[config.mk]
export PLATFORM = sky130hd
export DESIGN_NAME = ps2_mouse_packet_cursor
export DESIGN_NICKNAME = d
export VERILOG_FILES = /design/src/design/ps2mpc_pkg.sv /design/src/design/ps2mpc_clamp.sv /design/src/design/ps2_mouse_packet_cursor.sv
export SDC_FILE = /design/constraint.sdc
export NUM_CORES = 1
export LEC_CHECK = 0
export BUFFER_PORTS_ARGS = -buffer_cell sky130_fd_sc_hd__buf_2
export CORE_MARGIN = 4
export CORE_UTILIZATION = 61
export CTS_CLUSTER_DIAMETER = 80
export CTS_CLUSTER_SIZE = 40
export DETAILED_ROUTE_END_ITERATION = 8
export PLACE_DENSITY = 0.93
export SLEW_MARGIN = 0
export SYNTH_ARGS = -nofsm -noshare
export SYNTH_HDL_FRONTEND = slang
export SYNTH_SLANG_ARGS = --single-unit
[constraint.sdc]
create_clock -name aclk -period 9 [get_ports aclk]
set_input_delay 0.45 -clock aclk [delete_from_list [all_inputs] [get_ports aclk]]
set_output_delay 0.45 -clock aclk [all_outputs]
set_load 0.005 [all_outputs]
[src/design/ps2mpc_pkg.sv]
// Shared constants and types for the PS/2 mouse packet cursor block.
// Used by ps2mpc_clamp and ps2_mouse_packet_cursor; no dependencies.
package ps2mpc_pkg;

    // Coordinate and resolution width
    localparam int COORD_W = 12;
    localparam int DELTA_W = 9;
    // Widened signed width for position plus movement
    localparam int SUM_W   = COORD_W + 2;
    // Movement step as fed to the clamp (negated Y needs one more bit)
    localparam int STEP_W  = DELTA_W + 1;

    localparam int DEFAULT_POSITION_WIDTH = 12;

    localparam logic [COORD_W-1:0] X_RES_RESET = 12'd1024;
    localparam logic [COORD_W-1:0] Y_RES_RESET = 12'd768;

    // Clamp constants
    localparam logic [SUM_W-1:0] EDGE_MARGIN  = 14'd16;
    localparam logic [SUM_W-1:0] EDGE_BACKOFF = 14'd21;
    localparam logic [SUM_W-1:0] LOW_PARK     = 14'd5;

    // First-byte bit positions
    localparam int BIT_LEFT     = 0;
    localparam int BIT_RIGHT    = 1;
    localparam int BIT_MIDDLE   = 2;
    localparam int BIT_SYNC     = 3;
    localparam int BIT_X_SIGN   = 4;
    localparam int BIT_Y_SIGN   = 5;
    localparam int BIT_X_OVFL   = 6;
    localparam int BIT_Y_OVFL   = 7;

    // APB register map
    localparam int APB_ADDR_W = 3;
    localparam int APB_DATA_W = 32;

    typedef enum logic {
        REG_X_RES = 1'b0,
        REG_Y_RES = 1'b1
    } reg_index_t;

    typedef enum logic [1:0] {
        IDX_FIRST  = 2'd0,
        IDX_SECOND = 2'd1,
        IDX_THIRD  = 2'd2,
        IDX_SPARE  = 2'd3
    } byte_index_t;

endpackage

[src/design/ps2mpc_clamp.sv]
// One cursor coordinate: apply a signed step and clamp to the screen.
// Depends on ps2mpc_pkg for widths and clamp constants.
module ps2mpc_clamp
    import ps2mpc_pkg::*;
(
    input  logic        [COORD_W-1:0] pos,
    input  logic signed [STEP_W-1:0]  step,
    input  logic        [COORD_W-1:0] resolution,
    output logic        [COORD_W-1:0] pos_new
);

    logic signed [SUM_W-1:0] sum;
    logic signed [SUM_W-1:0] low_fixed;
    logic signed [SUM_W-1:0] top;
    logic signed [SUM_W-1:0] backoff;

    always_comb begin
        sum       = $signed({2'b00, pos}) + SUM_W'(step);
        low_fixed = (sum < 0) ? $signed(LOW_PARK) : sum;
        top       = $signed({2'b00, resolution}) - $signed(EDGE_MARGIN);
        backoff   = $signed({2'b00, resolution}) - $signed(EDGE_BACKOFF);
        priority if (low_fixed > top) begin
            pos_new = (backoff < 0) ? '0 : backoff[COORD_W-1:0];
        end else begin
            pos_new = low_fixed[COORD_W-1:0];
        end
    end

endmodule

[src/design/ps2_mouse_packet_cursor.sv]
// Top level of the PS/2 mouse packet decoder with cursor tracking.
// Depends on ps2mpc_pkg and ps2mpc_clamp.
//
// Usage:
//   s_ channel: one raw mouse byte per transfer on s_tdata.
//   m_ channel: one transfer per complete three-byte packet, carrying the
//   cursor position after the packet, the 9-bit deltas, buttons and
//   overflow flags.
//   APB port: x resolution at address 0, y resolution at address 4.
//   Write only while the block is idle.
// Bytes are dropped until one with bit 3 set arrives; from then on every
// three bytes form a packet. A packet with either overflow flag set leaves
// the cursor in place but still yields a transfer.
// Output: registered, on the m_ side in the cycle after the third byte is
// taken. Throughput: one byte per cycle while no third byte waits on a result,
// set by the single add-and-clamp stage in front of the result register.
// Reset: sync is lost, byte count and cursor go to zero, resolutions
// return to 1024 by 768, no result is pending.
// Stall: while a result waits, the first two bytes of the next packet are
// still taken; the third byte waits until the pending result is taken.
module ps2_mouse_packet_cursor
    import ps2mpc_pkg::*;
#(
    parameter int POSITION_WIDTH = DEFAULT_POSITION_WIDTH,
    localparam int OUT_BITS = 2*POSITION_WIDTH + 2*DELTA_W + 5,
    localparam int OUT_W    = ((OUT_BITS + 7) / 8) * 8
) (
    input  logic                  aclk,
    input  logic                  aresetn,

    input  logic                  s_tvalid,
    output logic                  s_tready,
    input  logic [7:0]            s_tdata,   // byte_in

    output logic                  m_tvalid,
    input  logic                  m_tready,
    // cursor_x, cursor_y, delta_x, delta_y, left_button, right_button,
    // middle_button, x_overflow, y_overflow, zero pad
    output logic [OUT_W-1:0]      m_tdata,

    input  logic                  psel,
    input  logic                  penable,
    input  logic                  pwrite,
    input  logic [APB_ADDR_W-1:0] paddr,
    input  logic [APB_DATA_W-1:0] pwdata,
    output logic [APB_DATA_W-1:0] prdata,
    output logic                  pready
);

    logic [COORD_W-1:0] x_res_reg;
    logic [COORD_W-1:0] y_res_reg;
    logic               synced_reg;
    byte_index_t        byte_index_reg;
    byte_index_t        byte_index_next;
    logic [7:0]         first_byte_reg;
    logic [7:0]         second_byte_reg;
    logic [COORD_W-1:0] pos_x_reg;
    logic [COORD_W-1:0] pos_y_reg;
    logic [COORD_W-1:0] pos_x_next;
    logic [COORD_W-1:0] pos_y_next;
    logic               out_valid_reg;
    logic [OUT_W-1:0]   out_data_reg;
    logic [OUT_W-1:0]   out_data_next;

    logic               in_fire;
    logic               take;
    logic               complete;
    logic               cfg_write;
    reg_index_t         cfg_sel;

    logic signed [DELTA_W-1:0] delta_x;
    logic signed [DELTA_W-1:0] delta_y;
    logic signed [STEP_W-1:0]  step_x;
    logic signed [STEP_W-1:0]  step_y;
    logic [COORD_W-1:0]        clamp_x;
    logic [COORD_W-1:0]        clamp_y;
    logic                      x_ovfl;
    logic                      y_ovfl;

    // Configuration port
    assign pready    = 1'b1;
    assign cfg_write = psel && penable && pwrite && pready;
    assign cfg_sel   = reg_index_t'(paddr[2]);

    always_comb begin
        unique case (cfg_sel)
            REG_X_RES: prdata = APB_DATA_W'(x_res_reg);
            REG_Y_RES: prdata = APB_DATA_W'(y_res_reg);
            default:   prdata = '0;
        endcase
    end

    always_ff @(posedge aclk) begin
        if (!aresetn) begin
            x_res_reg <= X_RES_RESET;
            y_res_reg <= Y_RES_RESET;
        end else if (cfg_write) begin
            unique case (cfg_sel)
                REG_X_RES: x_res_reg <= pwdata[COORD_W-1:0];
                REG_Y_RES: y_res_reg <= pwdata[COORD_W-1:0];
                default: ;
            endcase
        end
    end

    // Only the packet-completing byte needs room in the result register
    assign s_tready = !out_valid_reg || m_tready || !byte_index_reg[1];
    assign in_fire  = s_tvalid && s_tready;
    assign take     = in_fire && (synced_reg || s_tdata[BIT_SYNC]);
    assign complete = take && byte_index_reg[1];

    always_comb begin
        unique case (byte_index_reg)
            IDX_FIRST:  byte_index_next = IDX_SECOND;
            IDX_SECOND: byte_index_next = IDX_THIRD;
            default:    byte_index_next = IDX_FIRST;
        endcase
    end

    // Decode the packet from the stored bytes and the byte being taken
    assign delta_x = $signed({first_byte_reg[BIT_X_SIGN], second_byte_reg});
    assign delta_y = $signed({first_byte_reg[BIT_Y_SIGN], s_tdata});
    assign x_ovfl  = first_byte_reg[BIT_X_OVFL];
    assign y_ovfl  = first_byte_reg[BIT_Y_OVFL];
    assign step_x  = STEP_W'(delta_x);
    assign step_y  = -STEP_W'(delta_y);

    ps2mpc_clamp u_clamp_x (
        .pos        (pos_x_reg),
        .step       (step_x),
        .resolution (x_res_reg),
        .pos_new    (clamp_x)
    );

    ps2mpc_clamp u_clamp_y (
        .pos        (pos_y_reg),
        .step       (step_y),
        .resolution (y_res_reg),
        .pos_new    (clamp_y)
    );

    always_comb begin
        // hold the cursor on overflow
        if (x_ovfl || y_ovfl) begin
            pos_x_next = pos_x_reg;
            pos_y_next = pos_y_reg;
        end else begin
            pos_x_next = clamp_x;
            pos_y_next = clamp_y;
        end
        out_data_next = OUT_W'({
            y_ovfl,
            x_ovfl,
            first_byte_reg[BIT_MIDDLE],
            first_byte_reg[BIT_RIGHT],
            first_byte_reg[BIT_LEFT],
            delta_y,
            delta_x,
            POSITION_WIDTH'(pos_y_next),
            POSITION_WIDTH'(pos_x_next)
        });
    end

    always_ff @(posedge aclk) begin
        if (!aresetn) begin
            synced_reg     <= 1'b0;
            byte_index_reg <= IDX_FIRST;
            pos_x_reg      <= '0;
            pos_y_reg      <= '0;
            out_valid_reg  <= 1'b0;
        end else begin
            if (take) begin
                synced_reg     <= 1'b1;
                byte_index_reg <= byte_index_next;
            end
            if (complete) begin
                pos_x_reg     <= pos_x_next;
                pos_y_reg     <= pos_y_next;
                out_valid_reg <= 1'b1;
            end else if (m_tready) begin
                out_valid_reg <= 1'b0;
            end
        end
    end

    // Payload registers
    always_ff @(posedge aclk) begin
        if (take && byte_index_reg == IDX_FIRST) begin
            first_byte_reg <= s_tdata;
        end
        if (take && byte_index_reg == IDX_SECOND) begin
            second_byte_reg <= s_tdata;
        end
        if (complete) begin
            out_data_reg <= out_data_next;
        end
    end

    assign m_tvalid = out_valid_reg;
    assign m_tdata  = out_data_reg;

endmodule

== Word level (Yosys, flattened, before mapping) ==
Index checks and enable logic that the tools add are counted.

* Register bits after elaboration: 115
* Input port bits: 50

* Eq/ne operators: 1
* $add $sub $neg: 7
* Multiplexer cells: 12
* Bitwise operators: 1
* Reduce and logical (&&, ||, !) cells: 17
* Order comparisons: 6

{| class="wikitable"
|+ Operators by type and width
! operator !! number
|-
| $mux W12 || 6
|-
| $pmux W32 S2 || 1
|-
| $sub A12 B5 Y13 const B || 4
|-
| $gt A14 B14 Y1 || 2
|-
| $lt A14 B1 Y1 const B || 2
|-
| $mux W14 || 2
|-
| $lt A13 B1 Y1 const B || 2
|-
| $add A13 B10 Y14 || 1
|-
| $add A13 B9 Y14 || 1
|-
| $neg A9 Y10 || 1
|-
| $logic_and A1 B1 Y1 || 7
|-
| $logic_or A1 B1 Y1 || 4
|-
| $pmux W2 S2 || 1
|-
| $reduce_and A2 Y1 || 2
|-
| $eq A2 B1 Y1 const B || 1
|-
| $logic_not A1 Y1 || 2
|-
| $logic_not A2 Y1 || 1
|-
| $mux W1 || 2
|-
| $reduce_bool A2 Y1 || 1
|-
| $not A1 Y1 || 1
|}

== Longest topological paths before layout ==
Gate-level depths: netlist of run 1.

* Depth after elaboration: 7
* Depth in mapped cells: 20
* Mapped depth without buffers: 19

== By module ==
A second synthesis of run 1 with hierarchy kept.

* Cells, all modules: 778
* Area, all modules: 7637.3 sq um

{| class="wikitable"
|+ By module, submodules not included
! module !! seq. area each (sq um) !! instances !! area each (sq um) !! cells each
|-
| ps2_mouse_packet_cursor || 2902.8 || 1 || 4586.9 || 366
|-
| ps2mpc_clamp || 0.0 || 2 || 1525.2 || 206
|}

== Worst setup path after synthesis of run 1 ==
Ideal clock, no wire load.

* Path type: input port to flip-flop
* Start point: in s_tdata[1]
* End point: reg out_data_reg[14], in the netlist m_tdata[14] (data pin)
* Required time: 8734 ps
* Setup slack: 5046 ps
* Stages on the path: 19
* Data arrival time: 3688 ps
* Setup time: 266 ps
* Path through: inv_1 ha_1 nor2b_1 o2111ai_1 a211oi_4 o21ai_2 and3b_1 buf_2 nor3_1 ha_1 a21o_1 a21o_1 o31ai_1 a21oi_1 a31oi_1 nand4_2 buf_12 mux2i_1 o21ai_1

* Word-level cells in the longest chain between the ends: 7

{| class="wikitable"
|+ Ends and longest elaborated chain
! element !! RTL line !! source
|-
| from (decl) || ps2_mouse_packet_cursor.sv:33 || <nowiki>input logic [7:0] s_tdata,</nowiki>
|-
| $neg A9 Y10 * || ps2_mouse_packet_cursor.sv:126 || <nowiki>assign step_y = -STEP_W'(delta_y);</nowiki>
|-
| $add A13 B10 Y14 * || ps2mpc_clamp.sv:18 || <nowiki>sum = $signed({2'b00, pos}) + SUM_W'(step);</nowiki>
|-
| $lt A14 B1 Y1 || ps2mpc_clamp.sv:19 || <nowiki>low_fixed = (sum < 0) ? $signed(LOW_PARK) : sum;</nowiki>
|-
| $mux W14 * || ps2mpc_clamp.sv:19 ||
|-
| $gt A14 B14 Y1 || ps2mpc_clamp.sv:22 || <nowiki>priority if (low_fixed > top) begin</nowiki>
|-
| $mux W12 * || ps2mpc_clamp.sv:22 ||
|-
| $mux W12 * || ps2_mouse_packet_cursor.sv:144 || <nowiki>if (x_ovfl || y_ovfl) begin</nowiki>
|-
| net pos_y_next[2] || ps2_mouse_packet_cursor.sv:60 || <nowiki>logic [COORD_W-1:0] pos_y_next;</nowiki>
|-
| to (signal assigned) || ps2_mouse_packet_cursor.sv:195 || <nowiki>out_data_reg <= out_data_next;</nowiki>
|-
| to (decl) || ps2_mouse_packet_cursor.sv:62 || <nowiki>logic [OUT_W-1:0] out_data_reg;</nowiki>
|}

Mark *: on every way through the listed nets, which the timed path passes. The rest lies on a longest branch.
A chain may end at the register's enable or synchronous reset.

== Worst setup path in the final report of run 1 ==
* Start point: reg first_byte_reg[5]
* End point: reg out_data_reg[23], in the netlist m_tdata[23] (data pin)

* Word-level cells in the longest chain between the ends: 7

{| class="wikitable"
|+ Ends and longest elaborated chain
! element !! RTL line !! source
|-
| from (decl) || ps2_mouse_packet_cursor.sv:55 || <nowiki>logic [7:0] first_byte_reg;</nowiki>
|-
| from (signal assigned) || ps2_mouse_packet_cursor.sv:189 || <nowiki>first_byte_reg <= s_tdata;</nowiki>
|-
| $neg A9 Y10 * || ps2_mouse_packet_cursor.sv:126 ||
|-
| $add A13 B10 Y14 * || ps2mpc_clamp.sv:18 ||
|-
| $lt A14 B1 Y1 || ps2mpc_clamp.sv:19 ||
|-
| $mux W14 * || ps2mpc_clamp.sv:19 ||
|-
| $gt A14 B14 Y1 || ps2mpc_clamp.sv:22 ||
|-
| $mux W12 * || ps2mpc_clamp.sv:22 ||
|-
| $mux W12 * || ps2_mouse_packet_cursor.sv:144 ||
|-
| net pos_y_next[11] || ps2_mouse_packet_cursor.sv:60 ||
|}

Marked as above.

==> summary.txt, run 1 <==
Run status
  • Status: completed

Synthesis
  • Sequential fraction of the synthesis area: 39.3%
  • Predominant post-synthesis flop cell: edfxtp_1
  • Leading area contributor after synthesis: edfxtp_1
  • Synthesized cell area: 7380 sq um
  • EDFF count, synth: 62
  • Syn Inst Count: 818
  • Yosys reg bits: 114
  • Yosys top cell area share: 25.2%
  • Largest cells by area after synthesis: edfxtp_1 25%, dfxtp_1 14%, ha_1 9.5%
  • Syn avg cell area: 9.02 sq um
  • Netlist cell types: 68
  • Synth warnings: 0
  • Post-synth ARST share: 0%

Clock network
  • H-tree levels: 4
  • Clock buffer depth: 2
  • CTS tree: done
  • Clock Sinks: 114
  • Post-cts resize count: 0
  • Clock latency on the worst-skew pair: 0.43 ns
  • Clk slew on worst S/H paths: 0.06 ns
  • Post-CTS setup buffers: 0
  • Hold-fix buffers, CTS: 0
  • Clock buffer count from CTS: 17
  • Clock root buffer: clkbuf_16

STA
  • Worst Max-Slew Pin Slew: 1.15 ns
  • Fmax: 193 MHz
  • Max-slew headroom: 22.9%
  • Final worst setup slack: 3.83 ns
  • Final Critical Period: 5.17 ns
  • Count of pins over their slew limit: 0
  • Hold Slack: 0.261 ns
  • Final Cycle Share: 57.4%
  • Layout Skew: 0.0148 ns
  • Final setup violation count: 0
  • Fin Setup TNS: 0 ns
  • Hold Fails Final Rpt: 0
  • RSZ-0062 raised after global routing: no

Worst setup path
  • CP max stage delay: 0.68 ns
  • Number of cells on the worst reg-to-reg path: 17
  • Cell Chain, Critical Path: inv_1 > ha_1 > nand2_1 > a21oi_1 > nand2b_1 > o21ai_2 > a31oi_1 > nor3_1 > ha_1 > a21o_1 > a21o_1 > o31ai_1 > a21oi_1 > a31oi_1 > nand4_2 > nor3b_1 > o31ai_1
  • CP Capture Type: flop
  • Critical Path Start Type: flop
  • Crit-path max FO: 13
  • CP required: 9.13 ns
  • Crit-path slowest cell: a31oi_1
  • Crit path DAT: 5.30 ns
  • CP Class: reg2reg

Global routing
  • GRT overflow: 0
  • Initial antenna violation count: 0
  • Total track usage: 26.9%
  • Largest net degree at the start of global routing: 49
  • First-pass GRT wire length: 30000 um
  • Vias in the first global route: 6009

Hold path
  • Hold path depth: 1
  • Worst hold path class: in2reg

Drt
  • Antenna violation net count after detailed routing: 0
  • Vias: 6413
  • Routed WL per cell: 17.9 um
  • Drt first pass iters: 5
  • WL final: 18700 um
  • Vias per Instance: 6.14
  • DRC viols: 0
  • DR iter-0 viols: 696

Cells and area
  • Largest register FFs: 47
  • Share of layout cells above drive strength 1: 17.1%
  • Filler cell count: 816
  • # diodes: 0
  • Non-filler instance count after layout: 1045
  • Area grow syn2layout: 13.1%
  • Post-layout utilization of the core: 71.8%
  • Final Net Count: 997

Power
  • VDD IR-drop max: 0.000164 V
  • P_leak: 3.44 nW
  • Pwr per Cell Area: 168 nW/um^2

Placed design
  • DP Wirelength: 13300 um
  • IO buf count: 88
  • Final Wtd Congestion: 0.896
  • Inst Count DP: 1013
  • Pre-CTS WS: 3.79 ns

Floorplanning
  • Die Area: 13900 sq um
  • Die Y: 118 um
  • Core Area: 11600 sq um
  • Initial Util: 63.5%
  • Die width: 118 um
  • Std cell rows: 39
  • Io pins: 133

Job
  • Maxcap violations: 0
## synth_stat cells (all sizes together) (6+ instances only)
master and instances:
ha 56, xor2 16, nand2b 12, a211oi 11, nand3 24, and3 7, inv 39, dfxtp 52
nand4 7, nor2 59, o21a 9, nor2b 7, a31oi 7, buf 31, a21oi 59, nand2 115
a21o 10, mux2i 21, o211ai 8, or3 6, clkbuf 26, nor4 9, xnor2 22, edfxtp 62
o21ai 69, nor3 22, mux2 11
## cell type report
class | count | area [sq um] | area share [%]
clock buffers | 18 | 439 | 5.26
clock inverters | 14 | 153 | 1.83
inverters | 39 | 146 | 1.75
multi-input cells | 628 | 4080 | 48.9
flip-flops and latches | 114 | 2900 | 34.8
well taps | 143 | 179 | 2.14
repair buffers | 89 | 448 | 5.37
## placed cells by master (no fill, tap or decap), types with 5 or more instances in the layout
master and instances:
nor2_1 58, o21ai_0 42, nor3b_1 5, nand3_1 23
ha_1 56, nor2b_1 7, and3_1 7, a21oi_1 58
xnor2_1 21, conb_1 22, mux2i_1 20, a21o_1 10
o21ai_1 24, inv_1 38, clkbuf_16 17, mux2_2 9
or3_1 6, nor3_1 22, dfxtp_1 52, xor2_1 16
buf_2 88, nand2_1 115, nor4_1 7, a31oi_1 7
o211ai_1 7, o21a_1 9, edfxtp_1 62, nand2b_1 12
a211oi_1 6, nand4_1 6
## per-stage QoR
stage	power, mW	instance area [sq um]
CTS	1.40	8340
detailed placement	0.735	7750
finish	1.40	8340
floorplan	0.701	7450
global route	1.45	8340
global placement	0.728	7750
## where the power goes
group,internal [mW],switching [mW],leakage [nW]
sequential,0.558,0.0102,0.986
clock,0.417,0.258,0.280
combinational,0.0596,0.102,2.18
total,1.03,0.370,3.44
## kinds of logic (layout without fill, tap and decap cells)
family / after synthesis / after routing / synth area share [%]
compound gates: 197 / 197 / 17.2
xor+xnor: 38 / 38 / 4.61
fa+ha+maj: 58 / 58 / 10.0
buf+inv: 96 / 160 / 6.46
flops: 114 / 114 / 39.3
mux: 32 / 32 / 4.58
other cells: 2 / 22 / 0.102
simple gates: 281 / 281 / 17.7
## metal layers
layer	global-route usage, %	share of wire, %	vias to the layer above
met4	11.4	2.5	0
met3	6.30	9.7	50
li1	-	-	3037
met1	35.0	42	2964
met5	0	0	-
met2	43.2	46	362
## worst paths after layout
kind / start / end / slack, ns
min: s_tdata[1] / first_byte_reg[1] / 0.26
min reg2reg: first_byte_reg[1] / m_tdata[43] / 0.42
max: first_byte_reg[5] / m_tdata[23] / 3.83
max reg2reg: first_byte_reg[5] / m_tdata[23] / 3.83
## worst max-delay path: cells and delay by family (launching register included)
kind                     cells  cell delay, ns
AND/OR/NAND/NOR              5            1.39
flip-flops                   1            0.48
adder cells (fa/ha/maj)      2            0.74
buffers and inverters        1            0.21
AO/OA/AOI/OAI                9            2.05
(Power assumes the default switching activity.)
==> inputs of run 2 (changes only) <==
CORE_UTILIZATION = 57   (was 61)
PLACE_DENSITY = 0.88   (was 0.93)
clock period = 5.3 ns   (was 9 ns; I/O delays follow)
==> run 2 against run 1 <==
  * Register-to-register slack worse by 3.3 ns
  * Clock skew up 0.0029 ns
  * Clock power rose by 66%
  * Via count shrank 2.2%
  * Combinational power grew 71%
  * Maximum frequency grew 8.9%
  * Non-clock buffer count is 4 higher
  * Worst hold slack lost 0.20 ns
  * Routed wire length down 4.5%
  * Design area rose by 0.73%
  * Critical endpoint is now m_tdata[18]
  * Largest cell class unchanged
==> summary.txt, run 2 (same netlist as run 1, synthesis figures left out) <==
Run status
  • Status: completed

Worst setup path
  • CP required: 5.44 ns (-3.69 ns)
  • CP Class: reg2reg
  • CP Capture Type: flop
  • Crit path DAT: 4.89 ns (-0.41 ns)
  • Critical Path Start Type: flop
  • Crit-path max FO: 7 (-6)

Clock network
  • CTS tree: done
  • Clock latency on the worst-skew pair: 0.43 ns (about the same)
  • Clock Sinks: 114 (unchanged)
  • Clk slew on worst S/H paths: 0.05 ns (about the same)
  • Hold-fix buffers, CTS: 0 (unchanged)
  • Post-CTS setup buffers: 0 (unchanged)
  • Clock buffer count from CTS: 17 (unchanged)
  • Clock root buffer: clkbuf_16
  • Post-cts resize count: 0 (unchanged)
  • H-tree levels: 4 (unchanged)
  • Clock buffer depth: 2 (unchanged)

Power
  • Pwr Total: 2.36 mW (+68%)
  • P_leak: 3.47 nW (+0.88%)
  • Pwr per Cell Area: 280 nW/um^2 (+66%)
  • VDD IR-drop max: 0.000201 V (+22%)

Global routing
  • First-pass GRT wire length: 29300 um (-2.3%)
  • Total track usage: 25.2% (-1.7 points)
  • Initial antenna violation count: 0 (unchanged)
  • Vias in the first global route: 5840 (-2.8%)
  • GRT overflow: 0 (unchanged)
  • Largest net degree at the start of global routing: 49 (unchanged)

STA
  • RSZ-0062 raised after global routing: no
  • Worst Max-Slew Pin Slew: 1.24 ns (+0.0916 ns)
  • Fmax: 211 MHz (+8.9%)
  • Final Critical Period: 4.75 ns (-0.425 ns)
  • Final Cycle Share: 89.5% (+32 points)
  • Fin Setup TNS: 0 ns (unchanged)
  • Count of pins over their slew limit: 0 (unchanged)
  • Final worst setup slack: 0.555 ns (-3.28 ns)
  • Hold Slack: 0.0607 ns (-0.201 ns)
  • Final setup violation count: 0 (unchanged)
  • Max-slew headroom: 16.8% (-6.2 points)
  • Hold Fails Final Rpt: 0 (unchanged)
  • Layout Skew: 0.0177 ns (+0.00292 ns)

Placed design
  • Final Wtd Congestion: 0.918 (+2.4%)
  • Pre-CTS WS: 0.618 ns (-3.17 ns)
  • DP Area: 7820 sq um (+0.86%)
  • Inst Count DP: 1046 (+3.3%)
  • DP Wirelength: 13100 um (-0.96%)
  • IO buf count: 88 (unchanged)

Cells and area
  • Most frequent cells in the layout: 115 x nand2_1, 88 x buf_2, 62 x edfxtp_1
  • Non-filler instance count after layout: 1079 (+3.3%)
  • Largest register FFs: 47 (unchanged)
  • Area grow syn2layout: 13.9%
  • Post-layout utilization of the core: 66.3% (-5.5 points)
  • Final Net Count: 1001 (+0.40%)
  • Filler cell count: 996 (+22%)
  • Share of layout cells above drive strength 1: 17.4% (+0.37 points)
  • Commonest non-fill, non-tap cell in the layout: nand2_1
  • Final instance area: 8410 sq um (+0.73%)

Floorplanning
  • Core Area: 12700 sq um (+9.1%)
  • Io pins: 133 (unchanged)
  • Die Y: 122 um (+3.2%)
  • Std cell rows: 41 (+5.1%)
  • Die width: 122 um (+3.2%)
  • Initial Util: 58.2% (-5.3 points)
  • Die Area: 14800 sq um (+6.5%)

Drt
  • Vias: 6269 (-2.2%)
  • Routed WL per cell: 16.6 um (-7.5%)
  • DRC viols: 0 (unchanged)
  • Vias per Instance: 5.81 (-5.3%)
  • Antenna violation net count after detailed routing: 0 (unchanged)
  • WL final: 17900 um (-4.5%)
  • Drt first pass iters: 5 (unchanged)
  • DR iter-0 viols: 582 (-16%)

Hold path
  • Worst hold path class: in2reg

Job
  • Maxcap violations: 0 (unchanged)
[run 2: cell types whose count changed in the layout (fill, tap and decap cells not counted), sizes merged]
| cell | before | now |
|---|---|---|
| diode | 0 | 1 |
| clkinvlp | 4 | 0 |
| bufinv | 2 | 1 |
| buf | 89 | 93 |
| inv | 43 | 46 |
| clkinv | 4 | 6 |
[run 2: cell type report]
cell class	instances	area, sq um	area share, %
repair buffers	93	478	5.69
clock inverters	14	145	1.73
clock buffers	18	439	5.22
well taps	172	215	2.56
diodes	1	2.50	0.0298
flip-flops and latches	114	2900	34.5
multi-input cells	628	4080	48.5
inverters	39	146	1.74
[run 2: path summary, 6_finish.rpt]
kind,startpoint,endpoint,slack [ns],cells after the start
hold reg to reg,first_byte_reg[0],m_tdata[42],0.42,0
setup / recovery,first_byte_reg[5],m_tdata[18],0.55,18
hold / removal,s_tdata[5],m_tdata[38],0.06,1
setup reg to reg,first_byte_reg[5],m_tdata[18],0.55,18
[run 2: critical path: stages, from the launching register on]
cell	delay (ns)
edfxtp_1	0.46
inv_1	0.09
ha_1	0.36
nand2_1	0.13
a21oi_1	0.27
nand2b_1	0.19
o21ai_2	0.10
a31oi_1	0.51
nor3_1	0.22
ha_1	0.34
a21o_1	0.16
a21o_1	0.17
o31ai_1	0.24
a21oi_1	0.10
a31oi_1	0.20
nand4_2	0.24
buf_4	0.26
mux2i_1	0.32
o21ai_1	0.09
[run 2: where the power goes]
group	total (mW)	switching, mW	internal (mW)
clock network	1.12	0.443	0.672
registers	0.963	0.0151	0.948
logic	0.277	0.174	0.103
total	2.36	0.632	1.72
[run 2: routing by layer]
layer | global-route usage, % | share of wire, % | vias up
met5 | 0 | 0 | -
met3 | 6.04 | 10 | 29
met1 | 34.1 | 43 | 2873
met2 | 39.8 | 45 | 337
li1 | - | - | 3030
met4 | 8.82 | 2.0 | 0
